--- config.mk ---
export PLATFORM = sky130hd
export DESIGN_NAME = page_footprint_recorder_unit
export DESIGN_NICKNAME = d
export VERILOG_FILES = /design/src/rtl/pfr_pkg.sv /design/src/rtl/pfr_ctrl.sv /design/src/rtl/pfr_datapath.sv /design/src/rtl/page_footprint_recorder_unit.sv
export SDC_FILE = /design/constraint.sdc
export NUM_CORES = 2
export LEC_CHECK = 0
export BUFFER_PORTS_ARGS = -buffer_cell sky130_fd_sc_hd__buf_2
export CORE_MARGIN = 8
export CORE_UTILIZATION = 51
export DETAILED_ROUTE_END_ITERATION = 8
export GPL_ROUTABILITY_DRIVEN = 0
export MAX_ROUTING_LAYER = met4
export PLACE_DENSITY = 0.7
export SLEW_MARGIN = 10
export SYNTH_ARGS = -nofsm -noshare
export SYNTH_HDL_FRONTEND = slang
export SYNTH_SLANG_ARGS = --single-unit
--- constraint.sdc ---
create_clock -name clk_i -period 6.2 [get_ports clk_i]
set_input_delay 0.62 -clock clk_i [delete_from_list [all_inputs] [get_ports clk_i]]
set_output_delay 0.62 -clock clk_i [all_outputs]
set_load 0.03 [all_outputs]
--- src/rtl/pfr_pkg.sv ---
`timescale 1ns / 1ps

package pfr_pkg;

  localparam int TABLE_ENTRIES_DEF = 16;

  localparam int PAGE_W   = 52;
  localparam int ADDR_W   = 64;
  localparam int MAP_W    = 64;
  localparam int AGE_W    = 16;
  localparam int MODE_W   = 2;
  localparam int PAGE_LSB = 12;
  localparam int BLK_LSB  = 6;
  localparam int BLK_W    = 6;

  localparam logic [MODE_W-1:0] MODE_RECORD = 2'd0;
  localparam logic [MODE_W-1:0] MODE_REUSE  = 2'd1;
  localparam logic [MODE_W-1:0] MODE_GATHER = 2'd2;

  typedef struct packed {
    logic capture;
    logic rec_hit;
    logic rec_free;
    logic rec_victim;
    logic mark;
    logic scan_start;
    logic scan_step;
    logic gather_init;
    logic load_entry;
    logic load_empty;
  } pfr_cmd_t;

  typedef struct packed {
    logic [MODE_W-1:0] mode;
    logic              hit;
    logic              free_avail;
    logic              empty;
    logic              scan_last;
    logic              out_last;
  } pfr_sts_t;

endpackage

--- src/rtl/pfr_ctrl.sv ---
`timescale 1ns / 1ps

module pfr_ctrl (
  input  logic              clk_i,
  input  logic              rst_ni,
  input  logic              in_valid_i,
  output logic              in_ready_o,
  output logic              out_valid_o,
  input  logic              out_ready_i,
  input  pfr_pkg::pfr_sts_t sts_i,
  output pfr_pkg::pfr_cmd_t cmd_o
);
  import pfr_pkg::*;

  localparam logic [2:0] ST_IDLE    = 3'd0;
  localparam logic [2:0] ST_LOOKUP  = 3'd1;
  localparam logic [2:0] ST_VSCAN   = 3'd2;
  localparam logic [2:0] ST_VCOMMIT = 3'd3;
  localparam logic [2:0] ST_GSCAN   = 3'd4;
  localparam logic [2:0] ST_GLOAD   = 3'd5;
  localparam logic [2:0] ST_OUT     = 3'd6;

  logic [2:0] state_q, state_d;

  assign in_ready_o  = (state_q == ST_IDLE);
  assign out_valid_o = (state_q == ST_OUT);

  always_comb begin
    state_d = state_q;
    cmd_o   = '0;
    case (state_q)
      ST_IDLE: begin
        if (in_valid_i) begin
          cmd_o.capture = 1'b1;
          state_d       = ST_LOOKUP;
        end
      end
      ST_LOOKUP: begin
        case (sts_i.mode)
          MODE_RECORD: begin
            if (sts_i.hit) begin
              cmd_o.rec_hit = 1'b1;
              state_d       = ST_IDLE;
            end else if (sts_i.free_avail) begin
              cmd_o.rec_free = 1'b1;
              state_d        = ST_IDLE;
            end else begin
              cmd_o.scan_start = 1'b1;
              state_d          = ST_VSCAN;
            end
          end
          MODE_REUSE: begin
            cmd_o.mark = 1'b1;
            state_d    = ST_IDLE;
          end
          MODE_GATHER: begin
            if (sts_i.empty) begin
              cmd_o.load_empty = 1'b1;
              state_d          = ST_OUT;
            end else begin
              cmd_o.gather_init = 1'b1;
              cmd_o.scan_start  = 1'b1;
              state_d           = ST_GSCAN;
            end
          end
          default: begin
            state_d = ST_IDLE;
          end
        endcase
      end
      ST_VSCAN: begin
        cmd_o.scan_step = 1'b1;
        if (sts_i.scan_last) begin
          state_d = ST_VCOMMIT;
        end
      end
      ST_VCOMMIT: begin
        cmd_o.rec_victim = 1'b1;
        state_d          = ST_IDLE;
      end
      ST_GSCAN: begin
        cmd_o.scan_step = 1'b1;
        if (sts_i.scan_last) begin
          state_d = ST_GLOAD;
        end
      end
      ST_GLOAD: begin
        cmd_o.load_entry = 1'b1;
        state_d          = ST_OUT;
      end
      ST_OUT: begin
        if (out_ready_i) begin
          if (sts_i.out_last) begin
            state_d = ST_IDLE;
          end else begin
            cmd_o.scan_start = 1'b1;
            state_d          = ST_GSCAN;
          end
        end
      end
      default: begin
        state_d = ST_IDLE;
      end
    endcase
  end

  always_ff @(posedge clk_i or negedge rst_ni) begin
    if (!rst_ni) begin
      state_q <= ST_IDLE;
    end else begin
      state_q <= state_d;
    end
  end

endmodule

--- src/rtl/pfr_datapath.sv ---
`timescale 1ns / 1ps

module pfr_datapath #(
  parameter int TABLE_ENTRIES = pfr_pkg::TABLE_ENTRIES_DEF
) (
  input  logic                        clk_i,
  input  logic                        rst_ni,
  input  logic [pfr_pkg::MODE_W-1:0]  mode_i,
  input  logic [pfr_pkg::ADDR_W-1:0]  address_i,
  input  logic                        cfg_valid_i,
  input  logic                        ignore_reuse_i,
  input  pfr_pkg::pfr_cmd_t           cmd_i,
  output pfr_pkg::pfr_sts_t           sts_o,
  output logic [pfr_pkg::PAGE_W-1:0]  page_number_o,
  output logic [pfr_pkg::MAP_W-1:0]   block_mask_o,
  output logic                        entry_valid_o,
  output logic                        last_o
);
  import pfr_pkg::*;

  localparam int IDX_W = (TABLE_ENTRIES > 1) ? $clog2(TABLE_ENTRIES) : 1;
  localparam int CNT_W = $clog2(TABLE_ENTRIES + 1);
  localparam logic [IDX_W-1:0] LAST_IDX = IDX_W'(TABLE_ENTRIES - 1);

  logic [MODE_W-1:0] mode_q;
  logic [ADDR_W-1:0] addr_q;
  logic              ign_q;

  logic [TABLE_ENTRIES-1:0] valid_q, valid_d;
  logic [TABLE_ENTRIES-1:0] reuse_q, reuse_d;
  logic [PAGE_W-1:0]        page_q [TABLE_ENTRIES];
  logic [MAP_W-1:0]         map_q  [TABLE_ENTRIES];
  logic [MAP_W-1:0]         map_d  [TABLE_ENTRIES];
  logic [AGE_W-1:0]         age_q  [TABLE_ENTRIES];
  logic [AGE_W-1:0]         age_d  [TABLE_ENTRIES];

  logic [CNT_W-1:0] cnt_q, emitted_q, emitted_nx;
  logic [IDX_W-1:0] scan_idx_q;
  logic [AGE_W-1:0] best_age_q, prev_age_q;
  logic [IDX_W-1:0] best_idx_q, prev_idx_q;
  logic             found_q, has_prev_q;

  logic [PAGE_W-1:0] page_q_out;
  logic [MAP_W-1:0]  mask_q_out;
  logic              ev_q, last_q;

  logic [PAGE_W-1:0] cur_page;
  logic [MAP_W-1:0]  cur_bit;
  logic              hit;
  logic [IDX_W-1:0]  hit_idx, free_idx, touch_idx;
  logic              free_avail, halve, do_rec, do_alloc;
  logic [AGE_W-1:0]  cur_age, lane_age;
  logic              take;

  assign cur_page = addr_q[ADDR_W-1:PAGE_LSB];
  assign cur_bit  = MAP_W'(1) << addr_q[BLK_LSB +: BLK_W];

  always_comb begin
    hit        = 1'b0;
    hit_idx    = '0;
    free_avail = 1'b0;
    free_idx   = '0;
    halve      = 1'b0;
    for (int i = TABLE_ENTRIES - 1; i >= 0; i--) begin
      if (valid_q[i] && (page_q[i] == cur_page)) begin
        hit     = 1'b1;
        hit_idx = IDX_W'(i);
      end
      if (!valid_q[i]) begin
        free_avail = 1'b1;
        free_idx   = IDX_W'(i);
      end
      if (&age_q[i]) begin
        halve = 1'b1;
      end
    end
  end

  assign do_alloc = cmd_i.rec_free | cmd_i.rec_victim;
  assign do_rec   = cmd_i.rec_hit | do_alloc;

  always_comb begin
    if (cmd_i.rec_hit) begin
      touch_idx = hit_idx;
    end else if (cmd_i.rec_free) begin
      touch_idx = free_idx;
    end else begin
      touch_idx = best_idx_q;
    end
  end

  always_comb begin
    valid_d = valid_q;
    reuse_d = reuse_q;
    for (int i = 0; i < TABLE_ENTRIES; i++) begin
      map_d[i] = map_q[i];
      age_d[i] = age_q[i];
      lane_age = '0;
      if (do_alloc && (touch_idx == IDX_W'(i))) begin
        valid_d[i] = 1'b1;
        reuse_d[i] = 1'b0;
        map_d[i]   = cur_bit;
      end else if (cmd_i.rec_hit && (touch_idx == IDX_W'(i))) begin
        map_d[i] = map_q[i] | cur_bit;
      end
      if (cmd_i.mark && valid_q[i] && (page_q[i] == cur_page)) begin
        reuse_d[i] = 1'b1;
      end
      if (do_rec) begin
        lane_age = halve ? (age_q[i] >> 1) : age_q[i];
        if (touch_idx == IDX_W'(i)) begin
          lane_age = '0;
        end
        if (valid_d[i]) begin
          lane_age = lane_age + AGE_W'(1);
        end
        age_d[i] = lane_age;
      end
    end
  end

  assign cur_age = age_q[scan_idx_q];

  always_comb begin
    if (mode_q == MODE_GATHER) begin
      take = valid_q[scan_idx_q]
           && (!has_prev_q || ({cur_age, scan_idx_q} > {prev_age_q, prev_idx_q}))
           && (!found_q || ({cur_age, scan_idx_q} < {best_age_q, best_idx_q}));
    end else begin
      take = valid_q[scan_idx_q] && (cur_age > best_age_q);
    end
  end

  assign emitted_nx = emitted_q + CNT_W'(1);

  always_ff @(posedge clk_i or negedge rst_ni) begin
    if (!rst_ni) begin
      valid_q    <= '0;
      reuse_q    <= '0;
      ign_q      <= 1'b0;
      cnt_q      <= '0;
      emitted_q  <= '0;
      scan_idx_q <= '0;
      found_q    <= 1'b0;
      has_prev_q <= 1'b0;
      mode_q     <= MODE_RECORD;
      for (int i = 0; i < TABLE_ENTRIES; i++) begin
        map_q[i] <= '0;
        age_q[i] <= '0;
      end
    end else begin
      valid_q <= valid_d;
      reuse_q <= reuse_d;
      for (int i = 0; i < TABLE_ENTRIES; i++) begin
        map_q[i] <= map_d[i];
        age_q[i] <= age_d[i];
      end
      if (cfg_valid_i) begin
        ign_q <= ignore_reuse_i;
      end
      if (cmd_i.capture) begin
        mode_q <= mode_i;
      end
      if (cmd_i.rec_free) begin
        cnt_q <= cnt_q + CNT_W'(1);
      end
      if (cmd_i.gather_init) begin
        emitted_q  <= '0;
        has_prev_q <= 1'b0;
      end else if (cmd_i.load_entry) begin
        emitted_q  <= emitted_nx;
        has_prev_q <= 1'b1;
      end
      if (cmd_i.scan_start) begin
        scan_idx_q <= '0;
        found_q    <= 1'b0;
      end else if (cmd_i.scan_step) begin
        scan_idx_q <= scan_idx_q + IDX_W'(1);
        if (take) begin
          found_q <= 1'b1;
        end
      end
    end
  end

  always_ff @(posedge clk_i) begin
    if (cmd_i.capture) begin
      addr_q <= address_i;
    end
    if (do_alloc) begin
      page_q[touch_idx] <= cur_page;
    end
    if (cmd_i.scan_start) begin
      best_age_q <= '0;
      best_idx_q <= '0;
    end else if (cmd_i.scan_step && take) begin
      best_age_q <= cur_age;
      best_idx_q <= scan_idx_q;
    end
    if (cmd_i.load_entry) begin
      prev_age_q <= best_age_q;
      prev_idx_q <= best_idx_q;
      page_q_out <= page_q[best_idx_q];
      mask_q_out <= (ign_q || reuse_q[best_idx_q]) ? map_q[best_idx_q] : '0;
      ev_q       <= 1'b1;
      last_q     <= (emitted_nx == cnt_q);
    end else if (cmd_i.load_empty) begin
      page_q_out <= '0;
      mask_q_out <= '0;
      ev_q       <= 1'b0;
      last_q     <= 1'b1;
    end
  end

  assign sts_o.mode       = mode_q;
  assign sts_o.hit        = hit;
  assign sts_o.free_avail = free_avail;
  assign sts_o.empty      = (cnt_q == '0);
  assign sts_o.scan_last  = (scan_idx_q == LAST_IDX);
  assign sts_o.out_last   = last_q;

  assign page_number_o = page_q_out;
  assign block_mask_o  = mask_q_out;
  assign entry_valid_o = ev_q;
  assign last_o        = last_q;

endmodule

--- src/rtl/page_footprint_recorder_unit.sv ---
`timescale 1ns / 1ps

// Records which 64-byte blocks of each 4 KiB page are touched, in a fully
// associative table of TABLE_ENTRIES entries with age-based replacement.
// The input channel takes one word per item: mode 0 records an access at
// address_i, mode 1 marks the page of address_i as reused, mode 2 gathers
// the table and mode 3 is dropped. Only gathers produce output words, one
// per valid entry, youngest first, with last_o on the final one; an empty
// table gives a single word with entry_valid_o low and last_o high.
// A record that hits, a record into a free entry, a reuse mark and a dropped
// item go from acceptance through the lookup state back to in_ready_o. A
// record that must evict first finds the oldest entry by a scan of one entry
// per cycle and then commits it. A gather scans the whole table for every
// output word, and an empty gather answers directly from the lookup state.
// The block works on one item at a time, and a stalled output word simply
// holds until out_ready_i rises; in_ready_o returns the cycle after the final
// word is taken. The always-ready configuration channel sets ignore_reuse;
// the user writes it only while the block is idle; the block does not check.
// Reset clears the table, the ages and ignore_reuse.
module page_footprint_recorder_unit #(
  parameter int TABLE_ENTRIES = pfr_pkg::TABLE_ENTRIES_DEF
) (
  input  logic                        clk_i,
  input  logic                        rst_ni,
  input  logic                        in_valid_i,
  output logic                        in_ready_o,
  input  logic [pfr_pkg::MODE_W-1:0]  mode_i,
  input  logic [pfr_pkg::ADDR_W-1:0]  address_i,
  output logic                        out_valid_o,
  input  logic                        out_ready_i,
  output logic [pfr_pkg::PAGE_W-1:0]  page_number_o,
  output logic [pfr_pkg::MAP_W-1:0]   block_mask_o,
  output logic                        entry_valid_o,
  output logic                        last_o,
  input  logic                        cfg_valid_i,
  output logic                        cfg_ready_o,
  input  logic                        ignore_reuse_i
);
  import pfr_pkg::*;

  pfr_cmd_t cmd;
  pfr_sts_t sts;

  assign cfg_ready_o = 1'b1;

  pfr_ctrl u_ctrl (
    .clk_i       (clk_i),
    .rst_ni      (rst_ni),
    .in_valid_i  (in_valid_i),
    .in_ready_o  (in_ready_o),
    .out_valid_o (out_valid_o),
    .out_ready_i (out_ready_i),
    .sts_i       (sts),
    .cmd_o       (cmd)
  );

  pfr_datapath #(
    .TABLE_ENTRIES (TABLE_ENTRIES)
  ) u_dp (
    .clk_i          (clk_i),
    .rst_ni         (rst_ni),
    .mode_i         (mode_i),
    .address_i      (address_i),
    .cfg_valid_i    (cfg_valid_i),
    .ignore_reuse_i (ignore_reuse_i),
    .cmd_i          (cmd),
    .sts_o          (sts),
    .page_number_o  (page_number_o),
    .block_mask_o   (block_mask_o),
    .entry_valid_o  (entry_valid_o),
    .last_o         (last_o)
  );

endmodule

==> flow_metrics.tcl <==
set metrics [dict create \
    fin_skew_ps 116 \
    wirelength_um 479000 \
    vias 103000 \
    grt-busiest-layer "met2" \
    r2r_end "u_dp.age_q[30]$_DFFE_PN0P_" \
    status "finished, violations left" \
    timing.final.max_slew_violations 0 \
    syn_avg_cell_area_um2 11.5 \
    rr_worst_depth 22 \
    swShare_pct 32.5 \
    holdWs_ps 55.9 \
    grt_pass1_wl_um 691000 \
    worstHoldStart "out_ready_i" \
    cap_violations 0 \
    synthTopCellsByArea "dfrtp_1, edfxtp_1, mux4_2" \
    tightest_slew_ps 1330 \
    holdPathStages 4 \
    p_clk_share_pct 35.8 \
    crit_family "simple AND/OR/NAND/NOR gates" \
    core_um2 245000 \
    cts_buffers 277 \
    grt_use_met2_pct 51.9 \
    ys_seq_elements 2386 \
    power.density_nw_per_um2 321 \
    worst-path-max-fanout 28 \
    grt_pass1_vias 98800 \
    synth_area_leader_cell "dfrtp_1" \
    dr.pass1.iters 9 \
    clkLatencyLatePin_ps 990 \
    grt_use_met3_pct 13.3 \
    syn-cell-area_um2 125000 \
    intPower_uw 30500 \
    clock_sinks 2386 \
    drive_gt1_share_pct 16.6 \
    place_area_um2 131000 \
    setup_tns_ps 0 \
    failed_checks "design-rule violations" \
    synth_cell_types 109 \
    cp_num_buf_inv 3 \
    p_leak_uw 0.0531 \
    drc_errors 84 \
    cp_slowest_cell "xnor2_1" \
    antenna_left 0 \
    area_growth_pct 12.3 \
    synth-async-reset-ratio_pct 55.9 \
    critical_path_required_ps 7030 \
    seq_area_frac_synth_pct 51.6 \
    port_buffers 185 \
    power.switching_uw 14700 \
    synth.top_cells.by_count "nand2_1, dfrtp_1, edfxtp_1" \
    die_area_um2 262000 \
    fmax_mhz 164 \
    p_seq_share_pct 40.0 \
    syn-instance-count 10900 \
    cts_htree_levels 5 \
    cp_cell_sequence "buf_12 -> xnor2_1 -> nand4_1 -> nor4_1 -> nand4_1 -> nand2_1 -> nor4_4 -> a31oi_4 -> buf_4 -> o211ai_4 -> and3_1 -> and2_1 -> a21oi_1 -> ha_1 -> nand4_1 -> a211oi_1 -> inv_1 -> or4_1 -> mux2_2 -> nor3_1 -> a21oi_1 -> o21ai_0" \
    layout_min_cycle_time_ps 6080 \
    post-route-period-util_pct 98.1 \
    crit_type "register to register" \
    min_to "u_ctrl.state_q[1]$_DFFE_PN0P_" \
    grt.total_usage_pct 36.4 \
    critPathMaxStageDelay_ps 570 \
    wire_per_inst_um 33.3 \
    start_util_pct 51.1 \
    antenna_found_initial 41 \
    setup_viol 0 \
    start_kind "register" \
    slew_headroom_pct 9.94 \
    drt-initial-drc-count 17500 \
    die_w_um 512 \
    cts-root-buf "clkbuf_16" \
    clkTransAtPathRegs_ps 60 \
    synth_edf_count 1027 \
    cts_tree "built" \
    synth_ff_type "dfrtp_1" \
    cp-end-kind "register" \
    hp-class "input port to register" \
    rsz0062_at_grt "yes" \
    hold_viol_final 0 \
    syn_nets 11000 \
    cts_max_path_buffers 4 \
    grt_max_degree 194 \
    final_cell_area_um2 141000 \
    ir_worst_vdd_uv 502 \
    die_y_um 512 \
    rows 182 \
    hpwl_um 313000 \
    yosysMostFrequentCell "nand2_1" \
    r2r-start "u_dp.addr_q[34]$_DFFE_PP_" \
    nNetsFinal 11100 \
    ys_warn_count 0 \
    synth_top_cell_area_share_pct 26.6 \
    crit_top_cell "nand4_1" \
    use_met1_pct 43.5 \
    ff2ff_setup_slack_ps 120 \
    ios 193 \
    via_per_inst 7.14 \
    p_comb_share_pct 24.2 \
    grt_remaining_overflow 0 \
    arrival_ps 6910 \
]
repair_timing:
action / CTS / global route
buffers inserted: 0 / 23
endpoints found under the hold margin: 117 / 0
hold buffers: 62 / 0
setup endpoints to repair: 0 / 25
gates resized for setup: 0 / 25
placed cells by master, fill, tap and decap left out, types with 281 or more instances in the layout:
cell | synthesis | final
xor2_1 | 374 | 372
xnor2_1 | 376 | 370
edfxtp_1 | 1027 | 1027
clkbuf_16 | 0 | 281
o21ai_0 | 995 | 995
mux4_2 | 670 | 670
nor2_1 | 345 | 329
buf_4 | 54 | 315
a22o_1 | 373 | 373
nand2_1 | 1465 | 1445
nand4_1 | 302 | 302
dfrtp_1 | 1334 | 1332
area by class of cell:
type                            count  area [um^2]
Antenna cell                       40          100
Clock buffer                      371         7680
Clock inverter                     99         1010
Fill cell                       19300       105000
Inverter                          204          771
Multi-Input combinational cell   7409        56600
Sequential cell                  2386        64800
Tap cell                         3220         4030
Timing Repair Buffer              659         5820
worst reg2reg max path: cells and delay by family (launching register included):
kind	cells	cell delay [ps]
simple gates	10	2890
compound gates	6	1030
xor+xnor	1	620
buf+inv	3	470
flops	1	410
mux	1	290
fa+ha+maj	1	240
state kept, by name (all words and copies together), names as in the netlist, 16 cells and up, named ones only:
signal,cells
u_dp.best_age_q,16
u_dp.valid_q,16
u_dp.age_q,256
u_dp.addr_q,58
u_dp.page_number_o,52
u_dp.prev_age_q,16
u_dp.block_mask_o,64
u_dp.reuse_q,16
u_dp.map_q,1024
u_dp.page_q,832
power groups by stage:
stage | Combinational [uW] | Clock [uW] | Sequential (uW)
finish | 10900 | 16200 | 18100
global route | 11200 | 16700 | 18100
CTS | 10500 | 16200 | 18000
detailed placement | 10500 | 0 | 18400
global placement | 10400 | 0 | 18300
floorplan | 6510 | 0 | 17900
cell families (layout without fill, tap and decap cells):
family / count (synthesis) / in the layout / share of synthesized area [%]
AO/OA/AOI/OAI: 2335 / 2335 / 12.2
buffers and inverters: 1107 / 1333 / 3.64
XOR/XNOR: 750 / 750 / 5.24
other: 1 / 41 / 0.00299
flip-flops: 2386 / 2386 / 51.6
AND/OR/NAND/NOR: 3488 / 3488 / 13.8
multiplexers: 775 / 775 / 12.9
adder cells (fa/ha/maj): 60 / 60 / 0.599
layer usage:
layer	vias to the layer above	share of wire (%)
li1	40800	-
met1	50800	34
met2	8926	43
met3	2210	15
met4	0	8.7
met5	-	0
per-stage QoR:
stage / util [%] / total power (uW) / worst slack (ps) / cells
final: 57.4 / 45200 / 119 / 14400
after global routing: 57.4 / 46000 / -6.41 / 14400
after CTS: 57.2 / 44700 / 34.0 / 14300
after detailed placement: 53.4 / 28800 / 35.3 / 13800
after global placement: 53.4 / 28700 / 186 / 13800
after floorplan: - / 24400 / 592 / 10900
worst max path at each step:
stage,slack (ps),depth (start not counted),endpoint,startpoint
2_1_floorplan,590,23,u_dp.age_q[30]$_DFFE_PN0P_,u_dp.addr_q[31]$_DFFE_PP_
3_3_place_gp,190,26,u_dp.age_q[94]$_DFFE_PN0P_,u_dp.addr_q[42]$_DFFE_PP_
3_5_place_dp,40,26,u_dp.age_q[94]$_DFFE_PN0P_,u_dp.addr_q[42]$_DFFE_PP_
4_1_cts,30,26,u_dp.age_q[94]$_DFFE_PN0P_,u_dp.addr_q[42]$_DFFE_PP_
5_1_grt,-6,24,u_dp.age_q[30]$_DFFE_PN0P_,u_dp.addr_q[24]$_DFFE_PP_
6_report,120,22,u_dp.age_q[30]$_DFFE_PN0P_,u_dp.addr_q[34]$_DFFE_PP_
No activity file was read; power rests on OpenSTA's default activity.
